===== src/urxrb_pkg.sv =====
// Shared types and constants for the UART receiver with receive ring.
package urxrb_pkg;

    // Default ring depth in bytes
    localparam int RING_DEPTH_DEF = 16;

    // Configuration port geometry
    localparam int PADDR_W = 4;
    localparam int PDATA_W = 32;
    localparam int TICK_W  = 16;

    // Register reset values
    localparam logic [TICK_W-1:0] BIT_TICKS_RST  = 16'd16;
    localparam logic [TICK_W-1:0] HALF_TICKS_RST = 16'd8;
    localparam logic [TICK_W-1:0] STOP_TICKS_RST = 16'd16;

    // Sampled data bit enters at the top of the shift byte
    localparam logic [7:0] MSB_MASK = 8'h80;

    // Register index on the configuration port (paddr[3:2])
    typedef enum logic [1:0] {
        REG_BIT_TICKS  = 2'd0,
        REG_HALF_TICKS = 2'd1,
        REG_STOP_TICKS = 2'd2
    } reg_idx_t;

    // Receiver phase, one-hot
    typedef enum logic [3:0] {
        PH_IDLE  = 4'b0001,
        PH_START = 4'b0010,
        PH_DATA  = 4'b0100,
        PH_STOP  = 4'b1000
    } rx_phase_t;

    // Input beat
    typedef struct packed {
        logic req_type;
        logic rx_level;
    } req_t;

    // Result beat
    typedef struct packed {
        logic [7:0] read_byte;
        logic       byte_available;
        logic       byte_stored;
        logic       read_empty;
    } rsp_t;

    // Timing registers
    typedef struct packed {
        logic [TICK_W-1:0] bit_ticks;
        logic [TICK_W-1:0] half_ticks;
        logic [TICK_W-1:0] stop_ticks;
    } cfg_t;

    // Store request from the frame receiver
    typedef struct packed {
        logic       stored;
        logic [7:0] data;
    } store_t;

endpackage


===== src/urxrb_ram.sv =====
// Generic single-write, single-read RAM with registered read data.
module urxrb_ram #(
    parameter int WIDTH = 8,
    parameter int DEPTH = 16
) (
    input  logic                                   clk,
    input  logic                                   we,
    input  logic [((DEPTH > 1) ? $clog2(DEPTH) : 1)-1:0] waddr,
    input  logic [WIDTH-1:0]                       wdata,
    input  logic                                   re,
    input  logic [((DEPTH > 1) ? $clog2(DEPTH) : 1)-1:0] raddr,
    output logic [WIDTH-1:0]                       rdata
);

    logic [WIDTH-1:0] mem [DEPTH];
    logic [WIDTH-1:0] rdata_reg;

    // Write port
    always_ff @(posedge clk)
    begin
        if (we)
        begin
            mem[waddr] <= wdata;
        end
    end

    // Registered read, holds when not enabled
    always_ff @(posedge clk)
    begin
        if (re)
        begin
            rdata_reg <= mem[raddr];
        end
    end

    assign rdata = rdata_reg;

endmodule


===== src/urxrb_cfg.sv =====
// APB-style register block holding the receiver timing registers.
module urxrb_cfg (
    input  logic                           clk,
    input  logic                           rst_n,
    input  logic                           psel,
    input  logic                           penable,
    input  logic                           pwrite,
    input  logic [urxrb_pkg::PADDR_W-1:0]  paddr,
    input  logic [urxrb_pkg::PDATA_W-1:0]  pwdata,
    output logic [urxrb_pkg::PDATA_W-1:0]  prdata,
    output logic                           pready,
    output urxrb_pkg::cfg_t                cfg
);

    urxrb_pkg::cfg_t     cfg_reg;
    urxrb_pkg::cfg_t     cfg_next;
    urxrb_pkg::reg_idx_t idx;
    logic                wr_en;

    assign idx    = urxrb_pkg::reg_idx_t'(paddr[3:2]);
    assign wr_en  = psel && penable && pwrite;
    assign pready = 1'b1;

    // Register write decode
    always_comb
    begin
        cfg_next = cfg_reg;
        if (wr_en)
        begin
            case (idx)
                urxrb_pkg::REG_BIT_TICKS:  cfg_next.bit_ticks  = pwdata[15:0];
                urxrb_pkg::REG_HALF_TICKS: cfg_next.half_ticks = pwdata[15:0];
                urxrb_pkg::REG_STOP_TICKS: cfg_next.stop_ticks = pwdata[15:0];
                default:                   cfg_next = cfg_reg;
            endcase
        end
    end

    always_ff @(posedge clk or negedge rst_n)
    begin
        if (!rst_n)
        begin
            cfg_reg.bit_ticks  <= urxrb_pkg::BIT_TICKS_RST;
            cfg_reg.half_ticks <= urxrb_pkg::HALF_TICKS_RST;
            cfg_reg.stop_ticks <= urxrb_pkg::STOP_TICKS_RST;
        end
        else
        begin
            cfg_reg <= cfg_next;
        end
    end

    // Read mux
    always_comb
    begin
        case (idx)
            urxrb_pkg::REG_BIT_TICKS:  prdata = {16'd0, cfg_reg.bit_ticks};
            urxrb_pkg::REG_HALF_TICKS: prdata = {16'd0, cfg_reg.half_ticks};
            urxrb_pkg::REG_STOP_TICKS: prdata = {16'd0, cfg_reg.stop_ticks};
            default:                   prdata = '0;
        endcase
    end

    assign cfg = cfg_reg;

endmodule


===== src/urxrb_frame.sv =====
// 8N1 frame receiver: start wait, eight data samples, stop wait, then store.
module urxrb_frame (
    input  logic                clk,
    input  logic                rst_n,
    input  logic                advance,
    input  logic                rx_level,
    input  urxrb_pkg::cfg_t     cfg,
    output urxrb_pkg::store_t   store
);

    urxrb_pkg::rx_phase_t                phase_reg, phase_next;
    logic [urxrb_pkg::TICK_W-1:0]        count_reg, count_next;
    logic [2:0]                          bit_reg, bit_next;
    logic [7:0]                          shift_reg, shift_next;
    logic [urxrb_pkg::TICK_W-1:0]        count_inc;
    logic [urxrb_pkg::TICK_W-1:0]        limit;
    logic [urxrb_pkg::TICK_W-1:0]        limit_eff;
    logic                                done;

    // Wait limit for the current phase; zero acts as one
    always_comb
    begin
        case (phase_reg)
            urxrb_pkg::PH_START: limit = cfg.half_ticks;
            urxrb_pkg::PH_DATA:  limit = cfg.bit_ticks;
            urxrb_pkg::PH_STOP:  limit = cfg.stop_ticks;
            default:             limit = cfg.bit_ticks;
        endcase
    end

    assign limit_eff = (limit == '0) ? {{(urxrb_pkg::TICK_W-1){1'b0}}, 1'b1} : limit;
    assign count_inc = count_reg + {{(urxrb_pkg::TICK_W-1){1'b0}}, 1'b1};
    assign done      = (count_inc >= limit_eff);

    // Phase sequencing for one tick
    always_comb
    begin
        phase_next = phase_reg;
        count_next = count_reg;
        bit_next   = bit_reg;
        shift_next = shift_reg;
        store      = '0;
        case (phase_reg)
            urxrb_pkg::PH_IDLE:
            begin
                if (!rx_level)
                begin
                    phase_next = urxrb_pkg::PH_START;
                    count_next = '0;
                    bit_next   = '0;
                end
            end
            urxrb_pkg::PH_START:
            begin
                count_next = done ? '0 : count_inc;
                if (done)
                begin
                    phase_next = urxrb_pkg::PH_DATA;
                end
            end
            urxrb_pkg::PH_DATA:
            begin
                count_next = done ? '0 : count_inc;
                if (done)
                begin
                    shift_next = (shift_reg >> 1) | (rx_level ? urxrb_pkg::MSB_MASK : 8'd0);
                    if (bit_reg == 3'd7)
                    begin
                        bit_next   = '0;
                        phase_next = urxrb_pkg::PH_STOP;
                    end
                    else
                    begin
                        bit_next = bit_reg + 3'd1;
                    end
                end
            end
            urxrb_pkg::PH_STOP:
            begin
                count_next = done ? '0 : count_inc;
                if (done)
                begin
                    store.stored = 1'b1;
                    store.data   = shift_reg;
                    phase_next   = urxrb_pkg::PH_IDLE;
                end
            end
            default:
            begin
                phase_next = urxrb_pkg::PH_IDLE;
            end
        endcase
        if (!advance)
        begin
            store = '0;
        end
    end

    always_ff @(posedge clk or negedge rst_n)
    begin
        if (!rst_n)
        begin
            phase_reg <= urxrb_pkg::PH_IDLE;
            count_reg <= '0;
            bit_reg   <= '0;
            shift_reg <= '0;
        end
        else if (advance)
        begin
            phase_reg <= phase_next;
            count_reg <= count_next;
            bit_reg   <= bit_next;
            shift_reg <= shift_next;
        end
    end

endmodule


===== src/uart_rx_with_ring_buffer.sv =====
// Top level: UART 8N1 receiver feeding a receive ring held in RAM.
//
// Usage: every beat on the req channel is one oversampling tick of the
// receive line (rx_level) and may also ask to pop one byte (req_type = 1).
// Every req beat yields exactly one rsp beat carrying the popped byte (0 if
// none), whether bytes remain, whether a received byte was stored on that
// tick, and whether the pop found the ring empty.
// Each rsp beat follows in the cycle after its req beat; one beat per
// cycle. The ring lives in a RAM with registered read: the write and the
// read of a tick are issued on the accept edge and the read data appears in
// the output stage, with a bypass when the pop hits the byte being stored.
// When the rsp side stalls, the output stage holds and req_ready drops in
// the same cycle; no tick is taken until the held beat leaves.
// Reset clears the receiver to idle, both ring indices to zero and the
// timing registers to 16/8/16 ticks. Ring contents are not cleared; the
// index rules never read an entry that was not written.
// Timing registers sit on the APB-style port at byte offsets 0, 4 and 8.
module uart_rx_with_ring_buffer #(
    parameter int RING_DEPTH = urxrb_pkg::RING_DEPTH_DEF
) (
    input  logic                           clk,
    input  logic                           rst_n,
    input  logic                           req_valid,
    output logic                           req_ready,
    input  urxrb_pkg::req_t                req_data,
    output logic                           rsp_valid,
    input  logic                           rsp_ready,
    output urxrb_pkg::rsp_t                rsp_data,
    input  logic                           psel,
    input  logic                           penable,
    input  logic                           pwrite,
    input  logic [urxrb_pkg::PADDR_W-1:0]  paddr,
    input  logic [urxrb_pkg::PDATA_W-1:0]  pwdata,
    output logic [urxrb_pkg::PDATA_W-1:0]  prdata,
    output logic                           pready
);

    localparam int IDX_W = (RING_DEPTH > 1) ? $clog2(RING_DEPTH) : 1;
    localparam logic [IDX_W-1:0] IDX_LAST = IDX_W'(RING_DEPTH - 1);

    urxrb_pkg::cfg_t   cfg;
    urxrb_pkg::store_t store;
    logic              accept;

    logic [IDX_W-1:0]  widx_reg, widx_next;
    logic [IDX_W-1:0]  ridx_reg, ridx_next;
    logic              do_read;
    logic              empty_read;
    logic              fwd;
    logic [7:0]        ram_rdata;

    // Output stage
    logic              s1_valid_reg;
    logic              s1_read_reg;
    logic              s1_fwd_reg;
    logic [7:0]        s1_fwd_byte_reg;
    logic              s1_avail_reg;
    logic              s1_stored_reg;
    logic              s1_empty_reg;

    assign req_ready = !s1_valid_reg || rsp_ready;
    assign accept    = req_valid && req_ready;

    urxrb_cfg u_cfg (
        .clk     (clk),
        .rst_n   (rst_n),
        .psel    (psel),
        .penable (penable),
        .pwrite  (pwrite),
        .paddr   (paddr),
        .pwdata  (pwdata),
        .prdata  (prdata),
        .pready  (pready),
        .cfg     (cfg)
    );

    urxrb_frame u_frame (
        .clk      (clk),
        .rst_n    (rst_n),
        .advance  (accept),
        .rx_level (req_data.rx_level),
        .cfg      (cfg),
        .store    (store)
    );

    // Ring indices: store advances write first, then a pop checks emptiness
    always_comb
    begin
        widx_next = widx_reg;
        if (store.stored)
        begin
            widx_next = (widx_reg == IDX_LAST) ? '0 : widx_reg + IDX_W'(1);
        end
        do_read    = accept && req_data.req_type && (ridx_reg != widx_next);
        empty_read = req_data.req_type && (ridx_reg == widx_next);
        ridx_next  = ridx_reg;
        if (do_read)
        begin
            ridx_next = (ridx_reg == IDX_LAST) ? '0 : ridx_reg + IDX_W'(1);
        end
        fwd = store.stored && (ridx_next == widx_next);
    end

    urxrb_ram #(
        .WIDTH (8),
        .DEPTH (RING_DEPTH)
    ) u_ring (
        .clk   (clk),
        .we    (store.stored),
        .waddr (widx_next),
        .wdata (store.data),
        .re    (do_read),
        .raddr (ridx_next),
        .rdata (ram_rdata)
    );

    always_ff @(posedge clk or negedge rst_n)
    begin
        if (!rst_n)
        begin
            widx_reg     <= '0;
            ridx_reg     <= '0;
            s1_valid_reg <= 1'b0;
        end
        else
        begin
            if (accept)
            begin
                widx_reg <= widx_next;
                ridx_reg <= ridx_next;
            end
            if (req_ready)
            begin
                s1_valid_reg <= req_valid;
            end
        end
    end

    // Output stage payload
    always_ff @(posedge clk)
    begin
        if (accept)
        begin
            s1_read_reg     <= do_read;
            s1_fwd_reg      <= fwd;
            s1_fwd_byte_reg <= store.data;
            s1_avail_reg    <= (ridx_next != widx_next);
            s1_stored_reg   <= store.stored;
            s1_empty_reg    <= empty_read;
        end
    end

    assign rsp_valid                = s1_valid_reg;
    assign rsp_data.read_byte       = !s1_read_reg ? 8'd0 :
                                      (s1_fwd_reg ? s1_fwd_byte_reg : ram_rdata);
    assign rsp_data.byte_available  = s1_avail_reg;
    assign rsp_data.byte_stored     = s1_stored_reg;
    assign rsp_data.read_empty      = s1_empty_reg;

endmodule


===== config.mk =====
export PLATFORM = sky130hd
export DESIGN_NAME = uart_rx_with_ring_buffer
export DESIGN_NICKNAME = d
export VERILOG_FILES = /design/src/urxrb_pkg.sv /design/src/urxrb_ram.sv /design/src/urxrb_cfg.sv /design/src/urxrb_frame.sv /design/src/uart_rx_with_ring_buffer.sv
export SDC_FILE = /design/constraint.sdc
export NUM_CORES = 1
export LEC_CHECK = 0
export BUFFER_PORTS_ARGS = -buffer_cell sky130_fd_sc_hd__buf_2
export CAP_MARGIN = 10
export CELL_PAD_IN_SITES_DETAIL_PLACEMENT = 1
export CELL_PAD_IN_SITES_GLOBAL_PLACEMENT = 1
export CORE_ASPECT_RATIO = 0.75
export CORE_MARGIN = 1
export CORE_UTILIZATION = 40
export CTS_BUF_LIST = sky130_fd_sc_hd__clkbuf_4 sky130_fd_sc_hd__clkbuf_8 sky130_fd_sc_hd__clkbuf_16
export CTS_CLUSTER_DIAMETER = 40
export DETAILED_ROUTE_END_ITERATION = 16
export PLACE_DENSITY_LB_ADDON = 0.15
export SYNTH_ARGS = -nofsm -noshare
export SYNTH_HDL_FRONTEND = slang
export SYNTH_HIERARCHICAL = 1
export SYNTH_SLANG_ARGS = --single-unit

===== constraint.sdc =====
create_clock -name clk -period 14.7 [get_ports clk]
set_clock_uncertainty 0.05 [all_clocks]
set_input_delay 2.205 -clock clk [delete_from_list [all_inputs] [get_ports clk]]
set_output_delay 2.205 -clock clk [all_outputs]
set_load 0.03 [all_outputs]

==> Word-level counts from Yosys, hierarchy flattened <==
Memories as Yosys holds them, arrays and structs flattened. A register that Yosys moved wholly into a read port is not among the register bits.
Cells that the tools add are included.
{ "word_totals": {"regBits": 101, "mem_bits_rw": 128, "input_bits": 45, "word_cells": 90, "mem_count": 1} }
{ "op_classes": {"n_addsub": 4, "magnitude_cmp": 1, "eq_ne": 18, "mux": 28, "n_bitwise": 1, "reduce_logical": 21} }
{ "memory_table": {"columns": ["memory", "depth", "word_bits", "read_ports", "rd_ports_with_merged_regs", "wr", "line_no", "source"], "rows": [
  ["u_ring.mem", 16, 8, 1, 1, 1, "urxrb_ram.sv:15", "logic [WIDTH-1:0] mem [DEPTH];"]
]} }
{ "ops": {"columns": ["op", "count"], "rows": [
  ["$pmux W16 S2", 2],
  ["$mux W16", 3],
  ["$pmux W16 S3", 1],
  ["$mux W4", 9],
  ["$mux W9", 3],
  ["$mux W8", 3],
  ["$add A16 B1 Y16 const B", 1],
  ["$ge A16 B16 Y1", 1],
  ["$logic_not A16 Y1", 1],
  ["$pmux W4 S4", 1],
  ["$eq A4 B4 Y1 const B", 3],
  ["$mux W3", 3],
  ["$add A4 B1 Y4 const B", 2],
  ["$eq A4 B4 Y1", 2],
  ["$ne A2 B1 Y1 const B", 4],
  ["$ne A4 B4 Y1", 2],
  ["$or A7 B8 Y8", 1],
  ["$logic_and A1 B1 Y1", 7],
  ["$pmux W3 S2", 1],
  ["$reduce_and A2 Y1", 3],
  ["$reduce_and A3 Y1", 2],
  ["$reduce_and A6 Y1", 1],
  ["$eq A4 B1 Y1 const B", 1],
  ["$eq A4 B2 Y1 const B", 1],
  ["other kinds (13)", 15]
]} }

==> Depth between registers and ports, before layout <==
Gate-level depths: netlist of run 1.
{ "logic_depth": {"ltp_word": 14, "mapped_depth": 26} }

==> Cells and area by module <==
The synthesis of run 1 kept the hierarchy.
{ "modules_own_cells": {"columns": ["mod", "n_inst", "cells_per_inst", "area_each_um2", "seq_area_each_um2"], "rows": [
  ["urxrb_ram", 1, 229, 5227.5, 4083.9],
  ["urxrb_frame", 1, 354, 3017.9, 777.0],
  ["urxrb_cfg", 1, 178, 2336.0, 1204.9],
  ["uart_rx_with_ring_buffer", 1, 116, 1277.5, 615.6]
]} }

==> Worst setup path before layout of run 1 <==
Ideal clock, no wire load.
{ "synth_path": {"path_kind": "input port to flip-flop", "from": "input rsp_ready", "to": "register u_ring.rdata_reg[1], in the netlist u_ring/rdata[1] (read register of u_ring.mem), data pin", "setup_ns": 0.259, "arrival_time_ns": 6.455, "required_ns": 14.391, "path_slack_ns": 7.936, "stages": 16, "path_buffers": 2, "path_cell_list": "nand2b_1 -> nand2_1 -> inv_1 -> nand2_1 -> nor3_2 -> mux2i_1 -> xor2_1 -> nand2_1 -> a211oi_4 -> nor2_1 -> mux2_2 -> buf_6 -> buf_6 -> mux4_1 -> a22oi_1 -> nand2_1"} }
{ "synth_rtl": {"columns": ["item", "line_no", "source"], "rows": [
  ["start: declaration", "uart_rx_with_ring_buffer.sv:27", "input logic rsp_ready,"],
  ["end: declaration", "urxrb_ram.sv:16", "logic [WIDTH-1:0] rdata_reg;"]
]} }

==> results of run 1 <==
-- metrics by stage --
stage	power (mW)	hold slack (ps)	instance area, µm²	utilization	instances
after detailed placement	1.43	439	12300	0.423	1285
after global placement	1.42	434	12300	0.423	1285
after CTS	2.30	452	13500	0.465	1347
after global routing	2.39	494	13500	0.465	1347
after floorplan	1.28	422	11900	-	892
final	2.28	452	13500	0.465	1347
-- layout make-up --
cell class	instances	share of cell area
timing repair buffer	71	0.0294
multi-input combinational	575	0.348
sequential	237	0.494
clock buffer	39	0.0666
inverter	10	0.00277
clock inverter	23	0.0232
tap	392	0.0362
-- worst max-delay path, stage by stage, from the launching register on --
cell and delay, ps:
dfrtp_1 560, or2_1 290, buf_4 240, o311a_1 330, o22ai_1 490, and4_1 300
nand4_1 90, o21ai_1 210, ha_1 260, nand2b_1 180, a2111oi_4 400, a2111oi_4 100
nor4_4 130, buf_4 370, nor3_2 80, buf_4 220, mux2i_1 420, xor2_1 180
nand2_1 140, a211oi_4 380, nor2_1 70, buf_4 210, mux2_2 230, buf_4 510
mux4_1 670, a22oi_1 490, nand2_1 100
-- logic make-up (layout without fill, tap and decap cells) --
| group | Yosys count | in the layout | synth area share |
|---|---|---|---|
| mux | 121 | 121 | 0.152 |
| compound gates | 146 | 146 | 0.0861 |
| other cells | 2 | 17 | 0.000633 |
| flops | 237 | 237 | 0.563 |
| simple gates | 244 | 244 | 0.111 |
| fa+ha+maj | 21 | 21 | 0.0222 |
| xor+xnor | 26 | 26 | 0.0198 |
| buf+inv | 80 | 143 | 0.0446 |
-- power by group --
| part | leakage (nW) | internal [mW] | total (mW) | switching, mW |
|---|---|---|---|---|
| logic | 2.14 | 0.229 | 0.580 | 0.351 |
| registers | 2.46 | 0.765 | 0.833 | 0.0675 |
| clock network | 0.584 | 0.552 | 0.864 | 0.312 |
| total | 5.18 | 1.55 | 2.28 | 0.730 |
-- worst max-delay path by stage --
stage / cells after the start / start / to
floorplan: 16 / rsp_ready / u_ring/rdata[1]$_DFFE_PP_
global placement: 26 / u_frame/phase_reg[2]$_DFFE_PN0P_ / u_ring/rdata[2]$_DFFE_PP_
detailed placement: 26 / u_frame/phase_reg[2]$_DFFE_PN0P_ / u_ring/rdata[2]$_DFFE_PP_
CTS: 26 / u_frame/phase_reg[2]$_DFFE_PN0P_ / u_ring/rdata[2]$_DFFE_PP_
global route: 26 / u_frame/phase_reg[2]$_DFFE_PN0P_ / u_ring/rdata[2]$_DFFE_PP_
finish: 26 / u_frame/phase_reg[2]$_DFFE_PN0P_ / u_ring/rdata[2]$_DFFE_PP_
-- metal layers --
layer / up-vias / track usage
li1: 3429 / -
met1: 3784 / 0.303
met2: 155 / 0.268
met3: 31 / 0.0349
met4: 0 / 0.0447
met5: - / 0
-- Yosys cell counts (all sizes together), types with 5 or more instances --
master / count
edfxtp: 149
dfrtp: 84
mux2: 61
nor2: 58
buf: 50
nand2: 47
o21ai: 41
mux4: 32
nor3: 30
mux2i: 28
a21oi: 23
ha: 21
nor2b: 21
xnor2: 18
clkbuf: 17
a22oi: 16
and2: 15
a31oi: 14
nand3: 13
nand2b: 12
o221ai: 12
inv: 10
nand3b: 10
xor2: 8
a211oi: 7
and3: 7
a32o: 6
or3: 6
nand4: 5
o22ai: 5
==> impl_metrics.ini, run 1 <==
[die]
die-area_um2 = 30300
die_w_um = 201
io_pins = 91
initial_utilization = 0.407
die_y_um = 151
row_count = 54
core_area_um2 = 29100

[pwr]
p_per_area_nw_per_um2 = 168
leakagePower_nw = 5.18
ir_worst_vdd_uv = 67.1

[finish]
largest_reg_flops = 128
layout_common_cells = edfxtp_1, dfrtp_1, nor2_1, buf_2, nand2_1
num_antenna_cells = 0
final_common_cell = edfxtp_1
fillers = 2950
areaGrowthSynthToFinish_pct = 14.1
area.sequential_um2 = 6680
nets = 995
multi_input_area_um2 = 4710
layout-drive-gt1-share = 0.247

[synthesis]
ys_warn_count = 6
synth_top_cell_by_area = edfxtp_1
synth_edf_count = 149
syn_inst = 877
ys.flop_type = edfxtp_1
avgSynthCellArea_um2 = 13.5
syn_area_um2 = 11900
synth-seq-cells = 237
netlist_top_cells_area = edfxtp_1, dfrtp_1, mux2_2, mux4_2, mux4_1
synthDistinctLibCells = 77
async_reset_ff_frac = 0.371
synth_top_cell_area_share = 0.377
yosysSeqAreaShare = 0.563

[drt]
wl_met3_mm = 1.20
via_per_inst = 5.49
wl_met2_mm = 12.0
wl_per_cell_um = 21.2
detail-route-antenna-nets = 0
top_layer_used = met4
wl_mm = 28.5
drc_errors = 0
drt-met1-wl_mm = 15.0
first_iter_violations = 443
vias = 7399
first_pass_iters = 5

[sta]
fin_crit_sh = 0.543
setup-violations-final = 0
fin_crit_ps = 7990
worst_pin_slew_ps = 1120
fmaxAchievable_ghz = 0.125
slew_violations = 0
tns_ps = 0
timing.slew.headroom = 0.254
finalHoldViolations = 0
rsz0062_at_grt = no
layout_setup_ws_ps = 6710

[clocking]
cts_hold_buf = 0
clockBufferDepth = 3
root_buffer = clkbuf_16
cts_sinks = 237
cts_resized = 0
htree_num_levels = 2
cts_tree = yes
post_cts_buffers = 0
path_clk_slew_ps = 60
numCtsBuffers = 34
clock_latency_ps = 530

[placement]
post-place-ws_ps = 6780
gp_congestion = 0.747
dpl.hpwl_mm = 18.9
numPortBuffers = 55

[setup_path]
required_ps = 14920
crit_fanout = 32
reg2reg_slack_ps = 6710
cp_data_arrival_time_ps = 8200
r2r_cells = 26
crit_type = reg -> reg
start_kind = flip-flop
r2r-end = u_ring/rdata[2]$_DFFE_PP_
r2r-start = u_frame/phase_reg[2]$_DFFE_PN0P_
cp-end-kind = flip-flop

[min_path]
min_from = u_frame/shift_reg[0]$_DFFE_PN0P_
hold_class = reg -> reg
hold_path_depth = 1
hold_path_end = u_frame/shift_reg[0]$_DFFE_PN0P_

[job]
max_cap_viol_count = 0

[global_route]
grt_pass1_vias = 7343
grt_start_max_net_pins = 58
antenna_found_initial = 0
grt_pass1_wl_mm = 44.2
grt_overflow = 0
grtUsageTotal = 0.191

[outcome]
outcome = finished, final reports clean
Power figures use the tool's default switching activity.
==> inputs of run 2 (changes only) <==
--- a/config.mk
+++ b/config.mk
@@ -5,6 +5,7 @@
 export SDC_FILE = /design/constraint.sdc
 export NUM_CORES = 1
 export LEC_CHECK = 0
+export ABC_AREA = 1
 export BUFFER_PORTS_ARGS = -buffer_cell sky130_fd_sc_hd__buf_2
 export CAP_MARGIN = 10
 export CELL_PAD_IN_SITES_DETAIL_PLACEMENT = 1
==> constraint.sdc (replaced) <==
create_clock -name clk -period 6.7 [get_ports clk]
set_clock_uncertainty 0.05 [all_clocks]
set_input_delay 1.005 -clock clk [delete_from_list [all_inputs] [get_ports clk]]
set_output_delay 1.005 -clock clk [all_outputs]
set_load 0.03 [all_outputs]
==> run 2 against run 1 <==
Worst setup slack lost 6100 ps. Sequential power grew 110%. First-iteration DRC count grew 17%. Final area grew 5.8%. Non-clock buffer count grew 6. Via count grew 29%. Synthesized area grew 4.1%. Count of clock-buffer cells in the layout grew 4. Clock power grew to 2.5 times the previous value. Total power grew 140%. Sequential cell count is the same. Largest cell class unchanged. Largest power group unchanged.
==> impl_metrics.ini, run 2 <==
[die]
io_pins = 91
die_y_um = 154
row_count = 55
die-area_um2 = 31600
initial_utilization = 0.408
core_area_um2 = 30300
die_w_um = 205

[setup_path]
r2r-start = u_frame/phase_reg[0]$_DFFE_PN1P_
slowest_stage = o21ai_0
cp-end-kind = flip-flop
crit_type = reg -> reg
cpPeakStageDelay_ps = 610
start_kind = flip-flop
required_ps = 6880
cpMostUsedCell = nand2_1
crit_fanout = 52
cp_data_arrival_time_ps = 6290
crit_path_start = u_frame/phase_reg[0]$_DFFE_PN1P_

[finish]
num_antenna_cells = 0
nets = 1586
areaGrowthSynthToFinish_pct = 16.0
largest_reg_flops = 128
final_common_cell = nand2_1
postLayoutCellArea_um2 = 14300
final_util = 0.473
layout-drive-gt1-share = 0.148
layout_common_cells = nand2_1, inv_1, nand3_1, edfxtp_1, dfrtp_1

[min_path]
hold_class = in -> async

[pwr]
ir_worst_vdd_uv = 197
switching_power_mw = 1.90
p_seq_frac = 0.327
internal-power_mw = 3.54
p_per_area_nw_per_um2 = 381
clkPwrFrac = 0.398
combPwrFrac = 0.276
sw_frac_of_total = 0.349
total_power_mw = 5.45
leakagePower_nw = 6.96

[clocking]
numCtsBuffers = 38
htree_num_levels = 2
cts_tree = yes
root_buffer = clkbuf_16
clockBufferDepth = 3
cts_hold_buf = 0
cts_sinks = 237
path_clk_slew_ps = 60
clock_latency_ps = 520

[drt]
wl_per_cell_um = 17.8
via_per_inst = 4.90
wl_mm = 34.8
first_iter_violations = 519
drc_errors = 0
detail-route-antenna-nets = 0
first_pass_iters = 5
vias = 9548

[sta]
fin_crit_sh = 0.912
fin_hold_ws_ps = 331
fmaxAchievable_ghz = 0.164
rsz0062_at_grt = no
tns_ps = 0
slew_violations = 0
timing.slew.headroom = 0.254
setup-violations-final = 0
finalHoldViolations = 0
worst_pin_slew_ps = 1120
fin_crit_ps = 6110

[synthesis]
netlist_top_cells_area = edfxtp_1, dfrtp_1, nand2_1, inv_1, nand3_1
avgSynthCellArea_um2 = 8.53
syn_inst = 1448
yosysSeqAreaShare = 0.541
synth_top_cell_area_share = 0.362
ys_warn_count = 6
synth-seq-cells = 237
synthTopCellsByCount = nand2_1, inv_1, nand3_1
synthDistinctLibCells = 43
synth_most_common_cell = nand2_1
synth_top_cell_by_area = edfxtp_1
synth_edf_count = 149
ys.flop_type = edfxtp_1
async_reset_ff_frac = 0.371
syn_area_um2 = 12300

[placement]
place_area_um2 = 12900
dpl.hpwl_mm = 22.9
gp_congestion = 0.823
numPortBuffers = 55

[global_route]
grt_pass1_vias = 9770
antenna_found_initial = 0
grt_pass1_wl_mm = 54.9
grt_overflow = 0
grt_start_max_net_pins = 68
grtUsageTotal = 0.228

[job]
max_cap_viol_count = 0

[outcome]
outcome = finished, final reports clean
-- run 2: cell types whose count changed after synthesis, moves of 15 or more --
cell | previous run | this run
a21oi_1 | 23 | 8
a22oi_1 | 16 | 0
inv_1 | 10 | 222
mux2_2 | 44 | 0
mux2_4 | 16 | 0
mux2i_1 | 28 | 0
mux4_2 | 18 | 0
nand2_1 | 47 | 518
nand2_2 | 0 | 31
nand3_1 | 13 | 157
nor2b_1 | 21 | 0
nor3_1 | 27 | 4
xnor2_1 | 17 | 1
-- run 2: metal layers --
layer	GRT usage	vias to the layer above	share of wire
met1	0.343	4662	0.51
met3	0.0335	43	0.041
li1	-	4668	-
met4	0.0522	0	0.017
met5	0	-	0
met2	0.345	175	0.44
-- run 2: metrics by stage --
step	cells	setup slack, ps
3_5_place_dp	1877	630
2_1_floorplan	1463	2180
3_3_place_gp	1877	744
4_1_cts	1946	556
6_report	1948	589
5_1_grt	1948	87.0
-- run 2: layout make-up --
class / count / area [µm²]
fill: 3616 / 16000
sequential: 237 / 6680
multi-input combinational: 933 / 4380
clock buffer: 43 / 1040
inverter: 233 / 878
tap: 399 / 499
timing repair buffer: 77 / 468
clock inverter: 26 / 372
-- run 2: worst max-delay path, delay by kind of cell, from the launching register on --
family	cells	cell delay [ps]
AOI/OAI and AO/OA	1	610
adders and majority gates	1	270
buffers and inverters	5	1000
DFF	1	580
and+or+nand+nor	29	3270
-- run 2: cell families after synthesis --
| group | synth area share |
|---|---|
| other cells | 0.000608 |
| simple gates | 0.289 |
| fa+ha+maj | 0.0213 |
| xor+xnor | 0.00780 |
| compound gates | 0.0312 |
| buf+inv | 0.109 |
| flops | 0.541 |
-- run 2: final timing paths --
path,endpoint,slack [ps],cells after the start
min in group clk,u_cfg/cfg[36]$_DFFE_PN1P_,420,2
worst min-delay path,u_cfg/cfg[11]$_DFFE_PN0P_,330,1
worst max register to register,u_ring/rdata[0]$_DFFE_PP_,590,36
worst max-delay path,u_ring/rdata[0]$_DFFE_PP_,590,36
worst min register to register,u_cfg/cfg[36]$_DFFE_PN1P_,420,2
max in group asynchronous,ridx_reg[3]$_DFFE_PN0P_,5000,2
-- run 2: repair_timing --
| item | CTS | global route |
|---|---|---|
| gates resized for setup | 0 | 1 |
| setup buffers | 0 | 2 |
| hold endpoints to repair | 0 | 0 |
| endpoints found under the setup margin | 0 | 7 |
-- run 2: power groups by stage --
stage | sequential, mW | combinational, mW | clock [mW]
5_1_grt | 1.80 | 1.67 | 2.27
6_report | 1.78 | 1.50 | 2.17
3_3_place_gp | 1.80 | 1.46 | 0
2_1_floorplan | 1.78 | 1.09 | 0
3_5_place_dp | 1.81 | 1.50 | 0
4_1_cts | 1.78 | 1.51 | 2.21
==> inputs of run 3 (changes only) <==
--- a/config.mk
+++ b/config.mk
@@ -17,6 +17,7 @@
 export CTS_CLUSTER_DIAMETER = 40
 export DETAILED_ROUTE_END_ITERATION = 16
 export PLACE_DENSITY_LB_ADDON = 0.15
+export SETUP_SLACK_MARGIN = 0.3
 export SYNTH_ARGS = -nofsm -noshare
 export SYNTH_HDL_FRONTEND = slang
 export SYNTH_HIERARCHICAL = 1
==> constraint.sdc (replaced) <==
create_clock -name clk -period 6.2 [get_ports clk]
set_clock_uncertainty 0.05 [all_clocks]
set_input_delay 0.93 -clock clk [delete_from_list [all_inputs] [get_ports clk]]
set_output_delay 0.93 -clock clk [all_outputs]
set_load 0.03 [all_outputs]
==> run 3 against run 2 <==
Final area rose by 0.13%. Global-route usage rose by 0.33 points. Maximum frequency up 13%. Non-clock buffer count up 13. Worst setup slack improved by 200 ps. Register-to-register slack better by 200 ps. Largest cell class unchanged.
==> impl_metrics.ini, run 3 (synthesis results as in run 2) <==
[sta]
tns_ps = 0
fmaxAchievable_ghz = 0.185
fin_hold_ws_ps = 308
worst_pin_slew_ps = 1130
timing.slew.headroom = 0.244
rsz0062_at_grt = no
setup-violations-final = 0
finalHoldViolations = 0
layout_setup_ws_ps = 785
slew_violations = 0
fin_crit_sh = 0.873
fin_crit_ps = 5420

[global_route]
grt_pass1_vias = 9969
grt_start_max_net_pins = 59
grtUsageTotal = 0.232
antenna_found_initial = 1
grt_pass1_wl_mm = 55.8
grt_overflow = 0

[die]
row_count = 55
initial_utilization = 0.408
die-area_um2 = 31600
die_w_um = 205
io_pins = 91
die_y_um = 154
core_area_um2 = 30300

[pwr]
switching_power_mw = 2.06
leakagePower_nw = 6.97
clkPwrFrac = 0.371
combPwrFrac = 0.294
ir_worst_vdd_uv = 188
sw_frac_of_total = 0.359
p_seq_frac = 0.335
internal-power_mw = 3.68
p_per_area_nw_per_um2 = 401

[drt]
first_pass_iters = 4
wl_per_cell_um = 18.0
first_iter_violations = 611
via_per_inst = 4.94
wl_mm = 35.2
detail-route-antenna-nets = 0
vias = 9676
drc_errors = 0

[clocking]
htree_num_levels = 2
cts_sinks = 237
numCtsBuffers = 36
cts_tree = yes
path_clk_slew_ps = 60
cts_hold_buf = 0
root_buffer = clkbuf_16
clock_latency_ps = 530
clockBufferDepth = 3

[setup_path]
cpPeakStageDelay_ps = 450
critical-path-top-delay-family = simple AND/OR/NAND/NOR gates
start_kind = flip-flop
cp-end-kind = flip-flop
cp_data_arrival_time_ps = 5620
slowest_stage = dfrtp_1
path_buf_inv = 6
r2r-start = u_frame/count_reg[0]$_DFFE_PN0P_
crit_fanout = 24
crit_path_start = u_frame/count_reg[0]$_DFFE_PN0P_
cpMostUsedCell = nand2_1
required_ps = 6400
crit_type = reg -> reg

[finish]
multi_input_area_um2 = 4400
instances_no_fill = 1958
fillers = 3591
largest_reg_flops = 128
layout_common_cells = nand2_1, inv_1, nand3_1, edfxtp_1, dfrtp_1
area.sequential_um2 = 6680
areaGrowthSynthToFinish_pct = 16.1
num_antenna_cells = 0
final_common_cell = nand2_1
nets = 1597
layout-drive-gt1-share = 0.158

[placement]
dp_cells = 1887
dpl.hpwl_mm = 23.5
gp_congestion = 0.817
post-place-ws_ps = 452
numPortBuffers = 55

[outcome]
outcome = finished, final reports clean

[job]
max_cap_viol_count = 0

[min_path]
hold_class = in -> async
run 3: power by group through the flow:
stage               sequential, mW  clock [mW]  combinational (mW)
finish                        1.92        2.13                1.69
global route                  1.94        2.23                1.87
CTS                           1.92        2.18                1.66
detailed placement            1.95           0                1.65
global placement              1.95           0                1.61
floorplan                     1.92           0                1.18
run 3: path summary, 6_finish.rpt:
kind	to	slack (ps)	cells past startpoint
max in group asynchronous	u_frame/phase_reg[3]$_DFFE_PN0P_	4540	2
max reg2reg	u_ring/rdata[1]$_DFFE_PP_	780	34
min in group clk	u_cfg/cfg[4]$_DFFE_PN1P_	420	2
min reg2reg	u_cfg/cfg[4]$_DFFE_PN1P_	420	2
max	u_ring/rdata[1]$_DFFE_PP_	780	34
min	u_cfg/cfg[14]$_DFFE_PN0P_	310	1
run 3: layout make-up:
type | count | share of cell area
inverters | 233 | 0.0620
multi-input cells | 933 | 0.307
well taps | 399 | 0.0348
repair buffers | 90 | 0.0415
clock buffers | 43 | 0.0698
flip-flops and latches | 237 | 0.466
clock inverters | 23 | 0.0188
run 3: repair_timing:
action,in CTS,in global routing
resized for setup,0,12
setup buffers,0,4
setup endpoints to repair,0,8
run 3: stage by stage:
step | power [mW] | util | cell area (µm²)
floorplan | 3.10 | - | 12400
global placement | 3.55 | 0.428 | 13000
finish | 5.74 | 0.473 | 14300
detailed placement | 3.60 | 0.428 | 13000
global route | 6.05 | 0.473 | 14300
CTS | 5.76 | 0.470 | 14200
run 3: worst reg2reg max path: cells and delay by family (launching register included):
kind	cells	cell delay [ps]
buffers and inverters	6	820
adders and majority gates	1	300
DFF	1	450
and+or+nand+nor	27	3530
run 3: metal layers:
layer / GRT usage / routed length, µm / vias to the layer above
li1: - / - / 4685
met1: 0.355 / 17900 / 4755
met2: 0.339 / 15100 / 176
met3: 0.0354 / 1570 / 58
met4: 0.0582 / 668 / 2
met5: 0 / 17 / -
